==> src/smle_pkg.sv <==
package smle_pkg;

  // Input function codes
  localparam logic [1:0] FUNC_RX    = 2'd0;
  localparam logic [1:0] FUNC_READ  = 2'd1;
  localparam logic [1:0] FUNC_LEAVE = 2'd2;

  // Result kinds
  localparam logic [1:0] KIND_TX   = 2'd0;
  localparam logic [1:0] KIND_LINE = 2'd1;
  localparam logic [1:0] KIND_READ = 2'd2;

  // Character codes
  localparam logic [7:0] KEY_EOL   = 8'd13;
  localparam logic [7:0] KEY_LF    = 8'd10;
  localparam logic [7:0] KEY_ESC   = 8'd27;
  localparam logic [7:0] KEY_BS    = 8'd8;
  localparam logic [7:0] KEY_BLANK = 8'd32;
  localparam logic [7:0] CH_M      = 8'h6D;
  localparam logic [7:0] CH_O      = 8'h6F;
  localparam logic [7:0] CH_N      = 8'h6E;
  localparam logic [7:0] CH_GT     = 8'h3E;

  // Wake sequence: m, o, n, then two line ends
  localparam logic [2:0] WAKE_LAST = 3'd4;

  localparam int INDEX_W     = 6;
  localparam int INDEX_COUNT = 2 ** INDEX_W;
  localparam int QUEUE_DEPTH = 2;

  typedef enum logic [2:0] {
    OP_CHAR  = 3'd0,
    OP_BS    = 3'd1,
    OP_ESC   = 3'd2,
    OP_EOL   = 3'd3,
    OP_WAKE  = 3'd4,
    OP_READ  = 3'd5,
    OP_LEAVE = 3'd6
  } cmd_op_e;

  typedef struct packed {
    cmd_op_e              op;
    logic [7:0]           ch;
    logic [INDEX_W-1:0]   index;
  } cmd_t;

  typedef enum logic [1:0] {
    SEQ_ONE       = 2'd0,
    SEQ_BS        = 2'd1,
    SEQ_PROMPT    = 2'd2,
    SEQ_CR_PROMPT = 2'd3
  } seq_e;

  // Prompt text: CR, "mon> "
  function automatic logic [7:0] prompt_byte(input logic [2:0] pos);
    logic [7:0] b;
    case (pos)
      3'd0:    b = KEY_EOL;
      3'd1:    b = CH_M;
      3'd2:    b = CH_O;
      3'd3:    b = CH_N;
      3'd4:    b = CH_GT;
      default: b = KEY_BLANK;
    endcase
    return b;
  endfunction

  function automatic logic [7:0] seq_byte(input seq_e s, input logic [2:0] step,
                                          input logic [7:0] ch);
    logic [7:0] b;
    case (s)
      SEQ_ONE:       b = ch;
      SEQ_BS:        b = (step == 3'd1) ? KEY_BLANK : KEY_BS;
      SEQ_PROMPT:    b = prompt_byte(step);
      SEQ_CR_PROMPT: b = (step == 3'd0) ? KEY_EOL : prompt_byte(step - 3'd1);
      default:       b = ch;
    endcase
    return b;
  endfunction

  function automatic logic [2:0] seq_end(input seq_e s);
    logic [2:0] e;
    case (s)
      SEQ_ONE:       e = 3'd0;
      SEQ_BS:        e = 3'd2;
      SEQ_PROMPT:    e = 3'd5;
      SEQ_CR_PROMPT: e = 3'd6;
      default:       e = 3'd0;
    endcase
    return e;
  endfunction

endpackage

==> src/serial_monitor_line_editor_top.sv <==
// A transaction enters the command queue at acceptance; the sequencer pops it and the first
// result leaves through the registered output stage, then one transmit byte per cycle while not stalled.
// The sequencer handles one command at a time while the queue holds up to two more; a non-empty
// line end emits CR, then trims trailing blanks from the line store before reporting the length.
// Reset: asynchronous, active low; clears mode, wake match, line fill and queue.
// Line store contents are not cleared.
module serial_monitor_line_editor_top #(
  parameter int LINE_DEPTH = 64
) (
  input  logic       clk_i,
  input  logic       rst_ni,
  input  logic       in_valid_i,
  output logic       in_stall_o,
  input  logic [1:0] func_i,
  input  logic [7:0] rx_byte_i,
  input  logic [5:0] read_index_i,
  output logic       out_valid_o,
  input  logic       out_stall_i,
  output logic [1:0] out_kind_o,
  output logic [7:0] out_byte_o,
  output logic [6:0] line_length_o,
  output logic       last_o
);
  import smle_pkg::*;

  logic push;
  cmd_t push_cmd;
  logic full;
  logic q_valid;
  cmd_t q_cmd;
  logic pop;

  smle_front u_front (
    .clk_i        (clk_i),
    .rst_ni       (rst_ni),
    .in_valid_i   (in_valid_i),
    .in_stall_o   (in_stall_o),
    .func_i       (func_i),
    .rx_byte_i    (rx_byte_i),
    .read_index_i (read_index_i),
    .full_i       (full),
    .push_o       (push),
    .cmd_o        (push_cmd)
  );

  smle_cmd_queue u_queue (
    .clk_i   (clk_i),
    .rst_ni  (rst_ni),
    .push_i  (push),
    .cmd_i   (push_cmd),
    .full_o  (full),
    .pop_i   (pop),
    .valid_o (q_valid),
    .cmd_o   (q_cmd)
  );

  smle_back #(
    .LINE_DEPTH (LINE_DEPTH)
  ) u_back (
    .clk_i         (clk_i),
    .rst_ni        (rst_ni),
    .q_valid_i     (q_valid),
    .cmd_i         (q_cmd),
    .pop_o         (pop),
    .out_valid_o   (out_valid_o),
    .out_stall_i   (out_stall_i),
    .out_kind_o    (out_kind_o),
    .out_byte_o    (out_byte_o),
    .line_length_o (line_length_o),
    .last_o        (last_o)
  );

endmodule

==> src/smle_front.sv <==
module smle_front (
  input  logic                  clk_i,
  input  logic                  rst_ni,
  input  logic                  in_valid_i,
  output logic                  in_stall_o,
  input  logic [1:0]            func_i,
  input  logic [7:0]            rx_byte_i,
  input  logic [5:0]            read_index_i,
  input  logic                  full_i,
  output logic                  push_o,
  output smle_pkg::cmd_t        cmd_o
);
  import smle_pkg::*;

  logic       monitor_q, monitor_d;
  logic [2:0] wake_q, wake_d;
  logic       accept;
  logic       eol;
  logic       hit;

  assign in_stall_o = full_i;
  assign accept     = in_valid_i && !full_i;
  assign eol        = (rx_byte_i == KEY_EOL) || (rx_byte_i == KEY_LF);

  // Match the expected wake character
  always_comb begin
    unique case (wake_q)
      3'd0:    hit = (rx_byte_i == CH_M);
      3'd1:    hit = (rx_byte_i == CH_O);
      3'd2:    hit = (rx_byte_i == CH_N);
      3'd3:    hit = eol;
      3'd4:    hit = eol;
      default: hit = 1'b0;
    endcase
  end

  // Classify the transaction and update the mode
  always_comb begin
    monitor_d   = monitor_q;
    wake_d      = wake_q;
    push_o      = 1'b0;
    cmd_o.op    = OP_CHAR;
    cmd_o.ch    = rx_byte_i;
    cmd_o.index = read_index_i;
    if (accept) begin
      unique case (func_i)
        FUNC_RX: begin
          if (monitor_q) begin
            push_o = 1'b1;
            case (rx_byte_i)
              KEY_EOL: cmd_o.op = OP_EOL;
              KEY_BS:  cmd_o.op = OP_BS;
              KEY_ESC: cmd_o.op = OP_ESC;
              default: cmd_o.op = OP_CHAR;
            endcase
          end else if (!hit) begin
            wake_d = 3'd0;
          end else if (wake_q != WAKE_LAST) begin
            wake_d = wake_q + 3'd1;
          end else begin
            monitor_d = 1'b1;
            wake_d    = 3'd0;
            push_o    = 1'b1;
            cmd_o.op  = OP_WAKE;
          end
        end
        FUNC_READ: begin
          push_o   = 1'b1;
          cmd_o.op = OP_READ;
        end
        FUNC_LEAVE: begin
          monitor_d = 1'b0;
          wake_d    = 3'd0;
          push_o    = 1'b1;
          cmd_o.op  = OP_LEAVE;
        end
        default: ;
      endcase
    end
  end

  always_ff @(posedge clk_i or negedge rst_ni) begin
    if (!rst_ni) begin
      monitor_q <= 1'b0;
      wake_q    <= 3'd0;
    end else begin
      monitor_q <= monitor_d;
      wake_q    <= wake_d;
    end
  end

endmodule

==> src/smle_cmd_queue.sv <==
module smle_cmd_queue (
  input  logic           clk_i,
  input  logic           rst_ni,
  input  logic           push_i,
  input  smle_pkg::cmd_t cmd_i,
  output logic           full_o,
  input  logic           pop_i,
  output logic           valid_o,
  output smle_pkg::cmd_t cmd_o
);
  import smle_pkg::*;

  localparam int PTR_W = $clog2(QUEUE_DEPTH);
  localparam int CNT_W = PTR_W + 1;

  cmd_t             entries_q [QUEUE_DEPTH];
  logic [PTR_W-1:0] wr_ptr_q;
  logic [PTR_W-1:0] rd_ptr_q;
  logic [CNT_W-1:0] count_q;
  logic             do_push;
  logic             do_pop;

  assign full_o  = (count_q == CNT_W'(QUEUE_DEPTH));
  assign valid_o = (count_q != '0);
  assign cmd_o   = entries_q[rd_ptr_q];
  assign do_push = push_i && !full_o;
  assign do_pop  = pop_i && valid_o;

  // Hold entries
  always_ff @(posedge clk_i) begin
    if (do_push) begin
      entries_q[wr_ptr_q] <= cmd_i;
    end
  end

  // Advance pointers and count
  always_ff @(posedge clk_i or negedge rst_ni) begin
    if (!rst_ni) begin
      wr_ptr_q <= '0;
      rd_ptr_q <= '0;
      count_q  <= '0;
    end else begin
      if (do_push) begin
        wr_ptr_q <= wr_ptr_q + PTR_W'(1);
      end
      if (do_pop) begin
        rd_ptr_q <= rd_ptr_q + PTR_W'(1);
      end
      if (do_push && !do_pop) begin
        count_q <= count_q + CNT_W'(1);
      end else if (do_pop && !do_push) begin
        count_q <= count_q - CNT_W'(1);
      end
    end
  end

endmodule

==> src/smle_back.sv <==
module smle_back #(
  parameter int LINE_DEPTH = 64
) (
  input  logic           clk_i,
  input  logic           rst_ni,
  input  logic           q_valid_i,
  input  smle_pkg::cmd_t cmd_i,
  output logic           pop_o,
  output logic           out_valid_o,
  input  logic           out_stall_i,
  output logic [1:0]     out_kind_o,
  output logic [7:0]     out_byte_o,
  output logic [6:0]     line_length_o,
  output logic           last_o
);
  import smle_pkg::*;

  localparam int ADDR_W = $clog2(LINE_DEPTH);
  localparam int FILL_W = $clog2(LINE_DEPTH + 1);

  typedef enum logic [5:0] {
    ST_IDLE     = 6'b000001,
    ST_EMIT     = 6'b000010,
    ST_TRIM_RD  = 6'b000100,
    ST_TRIM_CHK = 6'b001000,
    ST_REPORT   = 6'b010000,
    ST_READ     = 6'b100000
  } state_e;

  state_e            state_q, state_d;
  logic [FILL_W-1:0] fill_q, fill_d;
  logic [FILL_W-1:0] fill_m1;
  seq_e              seq_q, seq_d;
  logic [2:0]        step_q, step_d;
  logic [7:0]        ch_q, ch_d;
  logic              trim_q, trim_d;

  logic [7:0]        mem_q [LINE_DEPTH];
  logic [7:0]        rd_data_q;
  logic              we;
  logic [ADDR_W-1:0] waddr;
  logic [7:0]        wdata;
  logic              re;
  logic [ADDR_W-1:0] raddr;
  logic [ADDR_W-1:0] wrap_tab [INDEX_COUNT];

  logic              out_valid_q;
  logic [1:0]        out_kind_q;
  logic [7:0]        out_byte_q;
  logic [6:0]        out_len_q;
  logic              out_last_q;
  logic              load_ok;
  logic              out_load;
  logic [1:0]        load_kind;
  logic [7:0]        load_byte;
  logic [6:0]        load_len;
  logic              load_last;

  // Build the read index wrap table at elaboration
  for (genvar gi = 0; gi < INDEX_COUNT; gi++) begin : g_wrap
    assign wrap_tab[gi] = ADDR_W'(gi % LINE_DEPTH);
  end

  assign fill_m1 = fill_q - FILL_W'(1);
  assign load_ok = !out_valid_q || !out_stall_i;

  // Sequence commands and drive the output stage
  always_comb begin
    state_d   = state_q;
    fill_d    = fill_q;
    seq_d     = seq_q;
    step_d    = step_q;
    ch_d      = ch_q;
    trim_d    = trim_q;
    pop_o     = 1'b0;
    we        = 1'b0;
    waddr     = fill_q[ADDR_W-1:0];
    wdata     = cmd_i.ch;
    re        = 1'b0;
    raddr     = fill_m1[ADDR_W-1:0];
    out_load  = 1'b0;
    load_kind = KIND_TX;
    load_byte = seq_byte(seq_q, step_q, ch_q);
    load_len  = 7'd0;
    load_last = 1'b0;
    unique case (state_q)
      ST_IDLE: begin
        if (q_valid_i) begin
          pop_o  = 1'b1;
          ch_d   = cmd_i.ch;
          step_d = 3'd0;
          trim_d = 1'b0;
          unique case (cmd_i.op)
            OP_CHAR: begin
              if (fill_q < FILL_W'(LINE_DEPTH)) begin
                we      = 1'b1;
                fill_d  = fill_q + FILL_W'(1);
                seq_d   = SEQ_ONE;
                state_d = ST_EMIT;
              end
            end
            OP_BS: begin
              if (fill_q != '0) begin
                fill_d  = fill_m1;
                seq_d   = SEQ_BS;
                state_d = ST_EMIT;
              end
            end
            OP_ESC: begin
              fill_d  = '0;
              seq_d   = SEQ_PROMPT;
              state_d = ST_EMIT;
            end
            OP_EOL: begin
              ch_d    = KEY_EOL;
              seq_d   = (fill_q == '0) ? SEQ_CR_PROMPT : SEQ_ONE;
              trim_d  = (fill_q != '0);
              state_d = ST_EMIT;
            end
            OP_WAKE: begin
              fill_d  = '0;
              we      = 1'b1;
              waddr   = '0;
              wdata   = 8'd0;
              seq_d   = SEQ_CR_PROMPT;
              state_d = ST_EMIT;
            end
            OP_READ: begin
              re      = 1'b1;
              raddr   = wrap_tab[cmd_i.index];
              state_d = ST_READ;
            end
            OP_LEAVE: begin
              fill_d = '0;
            end
            default: ;
          endcase
        end
      end
      ST_EMIT: begin
        if (load_ok) begin
          out_load  = 1'b1;
          load_last = (step_q == seq_end(seq_q)) && !trim_q;
          if (step_q == seq_end(seq_q)) begin
            state_d = trim_q ? ST_TRIM_RD : ST_IDLE;
          end else begin
            step_d = step_q + 3'd1;
          end
        end
      end
      ST_TRIM_RD: begin
        if (fill_q == '0) begin
          state_d = ST_REPORT;
        end else begin
          re      = 1'b1;
          state_d = ST_TRIM_CHK;
        end
      end
      ST_TRIM_CHK: begin
        // Drop one trailing blank and look at the one before it
        if (rd_data_q == KEY_BLANK) begin
          fill_d  = fill_m1;
          state_d = ST_TRIM_RD;
        end else begin
          state_d = ST_REPORT;
        end
      end
      ST_REPORT: begin
        if (load_ok) begin
          out_load  = 1'b1;
          load_kind = KIND_LINE;
          load_byte = 8'd0;
          load_len  = 7'(fill_q);
          load_last = 1'b1;
          fill_d    = '0;
          state_d   = ST_IDLE;
        end
      end
      ST_READ: begin
        if (load_ok) begin
          out_load  = 1'b1;
          load_kind = KIND_READ;
          load_byte = rd_data_q;
          load_last = 1'b1;
          state_d   = ST_IDLE;
        end
      end
      default: state_d = ST_IDLE;
    endcase
  end

  // Line store with registered read
  always_ff @(posedge clk_i) begin
    if (we) begin
      mem_q[waddr] <= wdata;
    end
    if (re) begin
      rd_data_q <= mem_q[raddr];
    end
  end

  always_ff @(posedge clk_i or negedge rst_ni) begin
    if (!rst_ni) begin
      state_q     <= ST_IDLE;
      fill_q      <= '0;
      trim_q      <= 1'b0;
      out_valid_q <= 1'b0;
    end else begin
      state_q <= state_d;
      fill_q  <= fill_d;
      trim_q  <= trim_d;
      if (out_load) begin
        out_valid_q <= 1'b1;
      end else if (!out_stall_i) begin
        out_valid_q <= 1'b0;
      end
    end
  end

  // Hold sequencer payload and output payload
  always_ff @(posedge clk_i) begin
    seq_q  <= seq_d;
    step_q <= step_d;
    ch_q   <= ch_d;
    if (out_load) begin
      out_kind_q <= load_kind;
      out_byte_q <= load_byte;
      out_len_q  <= load_len;
      out_last_q <= load_last;
    end
  end

  assign out_valid_o   = out_valid_q;
  assign out_kind_o    = out_kind_q;
  assign out_byte_o    = out_byte_q;
  assign line_length_o = out_len_q;
  assign last_o        = out_last_q;

endmodule
==> config.mk <==
export PLATFORM = sky130hd
export DESIGN_NAME = serial_monitor_line_editor_top
export DESIGN_NICKNAME = d
export VERILOG_FILES = /design/src/smle_pkg.sv /design/src/serial_monitor_line_editor_top.sv /design/src/smle_front.sv /design/src/smle_cmd_queue.sv /design/src/smle_back.sv
export SDC_FILE = /design/constraint.sdc
export NUM_CORES = 1
export LEC_CHECK = 0
export ABC_AREA = 1
export BUFFER_PORTS_ARGS = -buffer_cell sky130_fd_sc_hd__buf_4
export CAP_MARGIN = 10
export CORE_UTILIZATION = 40
export CTS_CLUSTER_DIAMETER = 40
export DETAILED_ROUTE_END_ITERATION = 12
export PLACE_DENSITY_LB_ADDON = 0.15
export SYNTH_ARGS = -nofsm -noshare
export SYNTH_HDL_FRONTEND = slang
export SYNTH_HIERARCHICAL = 1
export SYNTH_SLANG_ARGS = --single-unit
==> constraint.sdc <==
create_clock -name clk_i -period 4.8 [get_ports clk_i]
set_clock_uncertainty 0.05 [all_clocks]
set_input_delay 0.48 -clock clk_i [delete_from_list [all_inputs] [get_ports clk_i]]
set_output_delay 0.48 -clock clk_i [all_outputs]
set_load 0.01 [all_outputs]
==> key figures, run 1 <==
Run status
  • Status: completed

Drt
  • DRC: 0
  • Initial DRC Count: 1858
  • Vias per cell: 5.052
  • Post-route ant nets: 0
  • WL final: 75.87 mm
  • DR vias: 19723
  • Wirelength per Cell: 19.43 µm
  • Pre-antenna DRT Iters: 9

Floorplan
  • Die area: 71580 µm²
  • I/O Pins: 40
  • Die Wd: 267.6 µm
  • Die height: 267.6 µm
  • Initial Util: 0.4077
  • Area of the core: 69190 µm²
  • # rows: 96

Synth
  • Yosys reg bits: 608
  • Syn avg cell area: 9.932 µm²
  • Seq/Total Area, Yosys: 0.6432
  • Post-synth top flop: edfxtp_1
  • Distinct cells, synth: 52
  • Post-Synthesis Cells: 2840
  • Yosys warning count: 6
  • Syn nets: 2876
  • Synthesized area: 28210 µm²
  • Post-synth EDFFs: 585
  • Asr flop ratio synth: 0.03783

Cells and area
  • Area growth syn-to-layout: 16.84%
  • Final net count: 2928
  • Register area: 18140 µm²
  • Share of layout cells above drive strength 1: 0.1060
  • Commonest cells after routing, fill and taps aside: nand2_1, edfxtp_1, inv_1
  • Fillers: 6406
  • Most common cell after layout, fill and taps aside: nand2_1
  • ANT cells: 0
  • Multi-input combinational cell area: 7223 µm²

Placement
  • GP Congestion: 0.8647
  • Post-DP HPWL: 45.92 mm
  • Port bufs: 39

Pwr
  • Final Power: 23.60 mW
  • Pwr dens: 716.0 nW/µm²
  • Leak pwr: 13.99 nW
  • Max rail drop VDD: 0.6000 mV

Critical path
  • Slowest stage cell on the critical path: nor2_1
  • CP Max Fanout: 19
  • Cells along the critical path: inv_8 -> nand2_4 -> nand2_2 -> nor2_1 -> inv_1 -> a211oi_2 -> nand4_2 -> nor2_1
  • CP most frequent cell: nor2_1
  • Worst path buffer plus inverter count: 2
  • WP data arrival: 4.49 ns
  • Crit start category: flop
  • Data required time of the worst path: 5.01 ns
  • CP Class: flop to flop
  • Critical Path Max Stage Delay: 0.84 ns
  • CP endpoint kind: flop
  • Top delay family on crit path: simple AND/OR/NAND/NOR gates

Run
  • Max cap viols: 0

Global route
  • Vias in the first global route: 19265
  • Largest net degree at the start of global routing: 129
  • Global-route wire length before repair: 115.2 mm
  • GRT Total Usage: 0.2159
  • Global route total overflow: 0
  • Initial antenna violation count: 1

Clock network
  • H-tree depth: 3
  • Clk buf depth: 3
  • Root Buffer: clkbuf_16
  • PostCTS Resize Cnt: 0
  • Worst-path clk slew: 0.06 ns
  • Hold buffer count at cts: 15
  • Clk_lat worst skew: 0.64 ns
  • Setup Buffers After CTS: 0
  • CTS tree: yes
  • Clock Sinks: 608
  • CTS Buf Count: 96

STA
  • Minimum clock period: 4.288 ns
  • Max Fclk: 0.2332 GHz
  • RSZ-0062 raised after global routing: no
  • Fin crit share: 0.8933
  • Slew Viols, Final: 0
  • Setup TNS: 0 ns
  • Fin. Hold Viols: 0
  • Final setup fails: 0
  • Max-slew headroom: 0.2254
  • Slew @ Worst Pin: 1.162 ns

Min path
  • Hold Crit Class: primary input to flop
[state kept, by name, indices dropped and copies added, names as in the netlist]
signal and cells:
u_back/mem_q 512, u_queue/entries_q 34, u_back/ch_q 8, u_back/out_byte_o 8, u_back/rd_data_q 8, u_back/fill_q 7
u_back/line_length_o 7, u_back/state_q 6, u_back/step_q 3, u_front/wake_q 3, u_back/out_kind_o 2, u_back/seq_q 2
u_queue/count_q 2, u_back/last_o 1, u_back/out_valid_o 1, u_back/trim_q 1, u_front/monitor_q 1, u_queue/rd_ptr_q 1
u_queue/wr_ptr_q 1
[worst reg2reg max path, stage by stage (launching register included)]
cell      delay [ns]
dfrtp_1         0.81
inv_8           0.21
nand2_4         0.11
nand2_2         0.07
nor2_1          0.12
inv_1           0.10
a211oi_2        0.76
nand4_2         0.82
nor2_1          0.85
[power breakdown]
group | internal, mW | switching (mW) | leakage, nW
Sequential | 6.86 | 0.211 | 5.60
Clock | 4.54 | 2.63 | 1.62
Combinational | 2.46 | 6.91 | 6.78
[synth_stat cells, types with 16 or more instances]
cell type / instances / area (µm²)
a21oi_1: 16 / 80.08
buf_2: 87 / 435.4
buf_4: 21 / 157.7
clkbuf_1: 19 / 71.32
dfrtp_1: 22 / 550.5
edfxtp_1: 585 / 17570
ha_1: 16 / 200.2
inv_1: 575 / 2158
nand2_1: 630 / 2365
nand2_2: 16 / 100.1
nand3_1: 559 / 2798
nor2_1: 133 / 499.2
o21ai_0: 28 / 140.1
[path summary, 6_finish.rpt]
check | endpoint | startpoint | slack (ns) | cells past startpoint
max | u_back/mem_q[46][4]$_DFFE_PP_ | u_queue/rd_ptr_q$_DFFE_PN0P_ | 0.51 | 8
min | u_back/out_valid_o$_DFFE_PN0P_ | out_stall_i | 0.21 | 3
max reg2reg | u_back/mem_q[46][4]$_DFFE_PP_ | u_queue/rd_ptr_q$_DFFE_PN0P_ | 0.51 | 8
min reg2reg | u_queue/count_q[1]$_DFFE_PN0P_ | u_queue/count_q[1]$_DFFE_PN0P_ | 0.43 | 2
max in group asynchronous | u_back/state_q[0]$_DFFE_PN1P_ | rst_ni | 4.15 | 2
min in group asynchronous | u_queue/count_q[1]$_DFFE_PN0P_ | rst_ni | 0.24 | 2
[layout make-up]
class,instances,area share
clock inverter,74,0.02832
sequential,608,0.5505
multi-input combinational,1511,0.2192
tap,931,0.03535
clock buffer,105,0.07456
timing repair buffer,88,0.02498
inverter,587,0.06708
[kinds of logic (layout without fill, tap and decap cells)]
group                      count (synthesis)  in the layout  synth area share
AOI/OAI and AO/OA                         80             80           0.01761
xor gates and xnor gates                  13             13          0.004037
adders and majority gates                 16             16          0.007097
buffers and inverters                    721            854            0.1046
DFF                                      608            608            0.6432
and+or+nand+nor                         1402           1402            0.2235
[metrics by stage]
stage,hold WS (ns),setup slack (ns),area [µm²],instances,utilization
2_1_floorplan,0.1344,1.375,28210,2840,-
3_3_place_gp,0.3717,0.6415,29420,3710,0.4252
3_5_place_dp,0.3800,0.5556,29420,3710,0.4252
4_1_cts,0.1795,0.5329,32960,3904,0.4763
5_1_grt,0.2370,0.2835,32960,3904,0.4763
6_report,0.2124,0.5123,32960,3904,0.4763
[per-layer routing]
layer / routed length [µm] / GRT usage / up-vias / share of wire
met3: 4931 / 0.03687 / 145 / 0.065
met4: 3273 / 0.1063 / 0 / 0.043
li1: - / - / 9388 / -
met2: 34820 / 0.3417 / 688 / 0.46
met5: 0 / 0 / - / 0
met1: 32850 / 0.2872 / 9502 / 0.43
Power figures use the tool's default switching activity.
==> run 2: changes to the inputs <==
HOLD_SLACK_MARGIN = 0.1   (was unset)
SYNTH_HIERARCHICAL = unset   (was 1)
==> key figures, run 2 <==
Run status
  • Status: completed

Run
  • Max cap viols: 0

STA
  • Slew Viols, Final: 0
  • RSZ-0062 raised after global routing: no
  • Max-slew headroom: 0.2531
  • Max Fclk: 0.2491 GHz
  • Setup TNS: 0 ns
  • Fin. Hold Viols: 0
  • Fin crit share: 0.8365
  • Slew @ Worst Pin: 1.113 ns
  • Minimum clock period: 4.015 ns
  • Final setup fails: 0

Synth
  • Asr flop ratio synth: 0.03783
  • Syn nets: 2759
  • Post-Synthesis Cells: 2720
  • Yosys warning count: 0
  • Seq/Total Area, Yosys: 0.6561
  • Post-synth EDFFs: 585
  • Post-synth top flop: edfxtp_1
  • Synth area leader: edfxtp_1
  • Yosys top cell area share: 0.6352
  • Yosys reg bits: 608
  • Ranking of synthesized cells by area: edfxtp_1, nand3_1, nand2_1
  • Synth top cells by count: edfxtp_1, nand2_1, inv_1
  • Count leader, synth: edfxtp_1
  • Syn avg cell area: 10.17 µm²
  • Distinct cells, synth: 50
  • Synthesized area: 27650 µm²

Cells and area
  • Top flop regs: u_back.mem_q (512), u_queue.entries_q (34)
  • Share of layout cells above drive strength 1: 0.1058
  • Register area: 18140 µm²
  • Post-route core utilization: 0.4762
  • Fillers: 6316
  • Area growth syn-to-layout: 17.91%
  • Multi-input combinational cell area: 6975 µm²
  • Final net count: 2853
  • Most flops, register: u_back.mem_q
  • Max reg flops: 512
  • Most common cell after layout, fill and taps aside: edfxtp_1
  • Commonest cells after routing, fill and taps aside: edfxtp_1, nand2_1, inv_1
  • Design area: 32610 µm²

Clock network
  • Clock Sinks: 608
  • Clk_lat worst skew: 0.65 ns
  • Worst-path clk slew: 0.05 ns
  • PostCTS Resize Cnt: 0
  • H-tree depth: 3
  • Clk buf depth: 3
  • Root Buffer: clkbuf_16
  • Setup Buffers After CTS: 0
  • CTS Buf Count: 97
  • CTS tree: yes

Placement
  • Post-DP HPWL: 45.84 mm
  • GP Congestion: 0.8707
  • Post-DP Area: 29090 µm²
  • Port bufs: 39

Floorplan
  • Area of the core: 68470 µm²
  • Die area: 70190 µm²
  • Die Wd: 264.9 µm
  • Die height: 264.9 µm
  • Initial Util: 0.4039
  • # rows: 96
  • I/O Pins: 40

Critical path
  • Cells along the critical path: nand2_1 -> nand2_2 -> nand2_2 -> nor2_8 -> nand3b_2 -> nand2_8 -> buf_4 -> nand2_1 -> nand3_1 -> nand3_1 -> nand3_1 -> nand3_1 -> nand3_1 -> nand2_1
  • Worst path buffer plus inverter count: 1
  • CP Max Fanout: 52
  • Crit start category: flop
  • Slowest stage cell on the critical path: dfrtp_1
  • WP data arrival: 4.35 ns
  • Critical Path Max Stage Delay: 0.89 ns
  • Top delay family on crit path: simple AND/OR/NAND/NOR gates
  • CP Class: flop to flop
  • Data required time of the worst path: 5.14 ns
  • CP most frequent cell: nand3_1
  • CP endpoint kind: flop

Drt
  • DRC: 0
  • Post-route ant nets: 0
  • Pre-antenna DRT Iters: 5
  • Vias per cell: 5.069
  • Wirelength per Cell: 20.18 µm
  • DR vias: 19132
  • Initial DRC Count: 1829
  • WL final: 76.18 mm

Global route
  • M2 GR Usage: 0.3512
  • Global-route wire length before repair: 115.4 mm
  • Initial antenna violation count: 2
  • Vias in the first global route: 19027
  • Global route total overflow: 0
  • Met1 Use GR: 0.3036
  • Met3 usage: 0.03400
  • GRT Total Usage: 0.2185
  • GRT Max-Usage Layer: met2
  • Largest net degree at the start of global routing: 129

Min path
  • Hold Crit Class: primary input to flop

Pwr
  • Leak pwr: 13.75 nW
  • Pwr dens: 691.9 nW/µm²
  • Max rail drop VDD: 0.5081 mV
run 2: cell count changes in the layout (fill, tap and decap cells not counted), moves of 7 or more:
cell / previous run / this run
inv_1: 575 / 537
buf_4: 63 / 89
nand2_1: 629 / 584
inv_6: 8 / 16
nand3_1: 559 / 531
o21ai_0: 27 / 34
nand2_2: 15 / 8
inv_2: 10 / 1
nand2_4: 14 / 1
nand3b_1: 1 / 24
mux2i_1: 0 / 10
run 2: layout make-up:
type                    count  area share
diodes                      1  0.00007675
flip-flops and latches    608      0.5564
inverters                 541     0.06251
well taps                 882     0.03384
repair buffers            112     0.03001
clock inverters            73     0.02609
clock buffers             103     0.07709
multi-input cells        1454      0.2139
run 2: worst min-delay path, cell delays in order:
cell,delay [ns]
buf_4,0.07
nand2_1,0.19
nand2_1,0.13
run 2: routing by layer:
layer	vias to the layer above	share of wire	wire, µm
li1	9157	-	-
met1	9301	0.45	34100
met2	553	0.47	35950
met3	121	0.054	4108
met4	0	0.026	2015
met5	-	0	0
run 2: kinds of logic after synthesis:
family | Yosys count | share of synthesized area
simple gates | 1325 | 0.2133
mux | 10 | 0.003620
buf+inv | 658 | 0.09551
flops | 608 | 0.6561
compound gates | 88 | 0.01905
xor+xnor | 12 | 0.003801
fa+ha+maj | 19 | 0.008597
run 2: report_power, final:
part	total, mW	internal (mW)	leakage, nW	switching, mW
Combinational	8.49	2.31	6.54	6.19
Clock	7.16	4.55	1.62	2.62
Sequential	6.90	6.72	5.59	0.178
Total	22.6	13.6	13.7	8.98
run 2: per-stage QoR:
step | setup slack (ns) | cells | total power [mW] | hold WS, ns
final | 0.7849 | 3774 | 22.56 | 0.2276
after detailed placement | 0.8632 | 3582 | 15.46 | 0.3703
after global routing | 0.5131 | 3774 | 23.60 | 0.2263
after CTS | 0.7752 | 3773 | 22.66 | 0.1942
after floorplan | 1.555 | 2720 | 12.24 | 0.1344
after global placement | 0.8826 | 3582 | 15.44 | 0.3572
run 2: worst paths after layout:
check	startpoint	to	slack [ns]	cells after the start
max in group asynchronous	rst_ni	u_back.state_q[0]$_DFFE_PN1P_	4.15	2
min in group asynchronous	rst_ni	u_queue.count_q[1]$_DFFE_PN0P_	0.24	2
setup reg to reg	u_queue.rd_ptr_q$_DFFE_PN0P_	u_back.rd_data_q[6]$_DFFE_PP_	0.78	14
setup / recovery	u_queue.rd_ptr_q$_DFFE_PN0P_	u_back.rd_data_q[6]$_DFFE_PP_	0.78	14
hold reg to reg	u_queue.wr_ptr_q$_DFFE_PN0P_	u_queue.wr_ptr_q$_DFFE_PN0P_	0.45	2
hold / removal	out_stall_i	u_back.out_valid_o$_DFFE_PN0P_	0.23	3
run 2: what timing repair did:
action                     CTS  global route
hold buffers                15             0
hold endpoints to repair    51             0
setup endpoints to repair    0             0
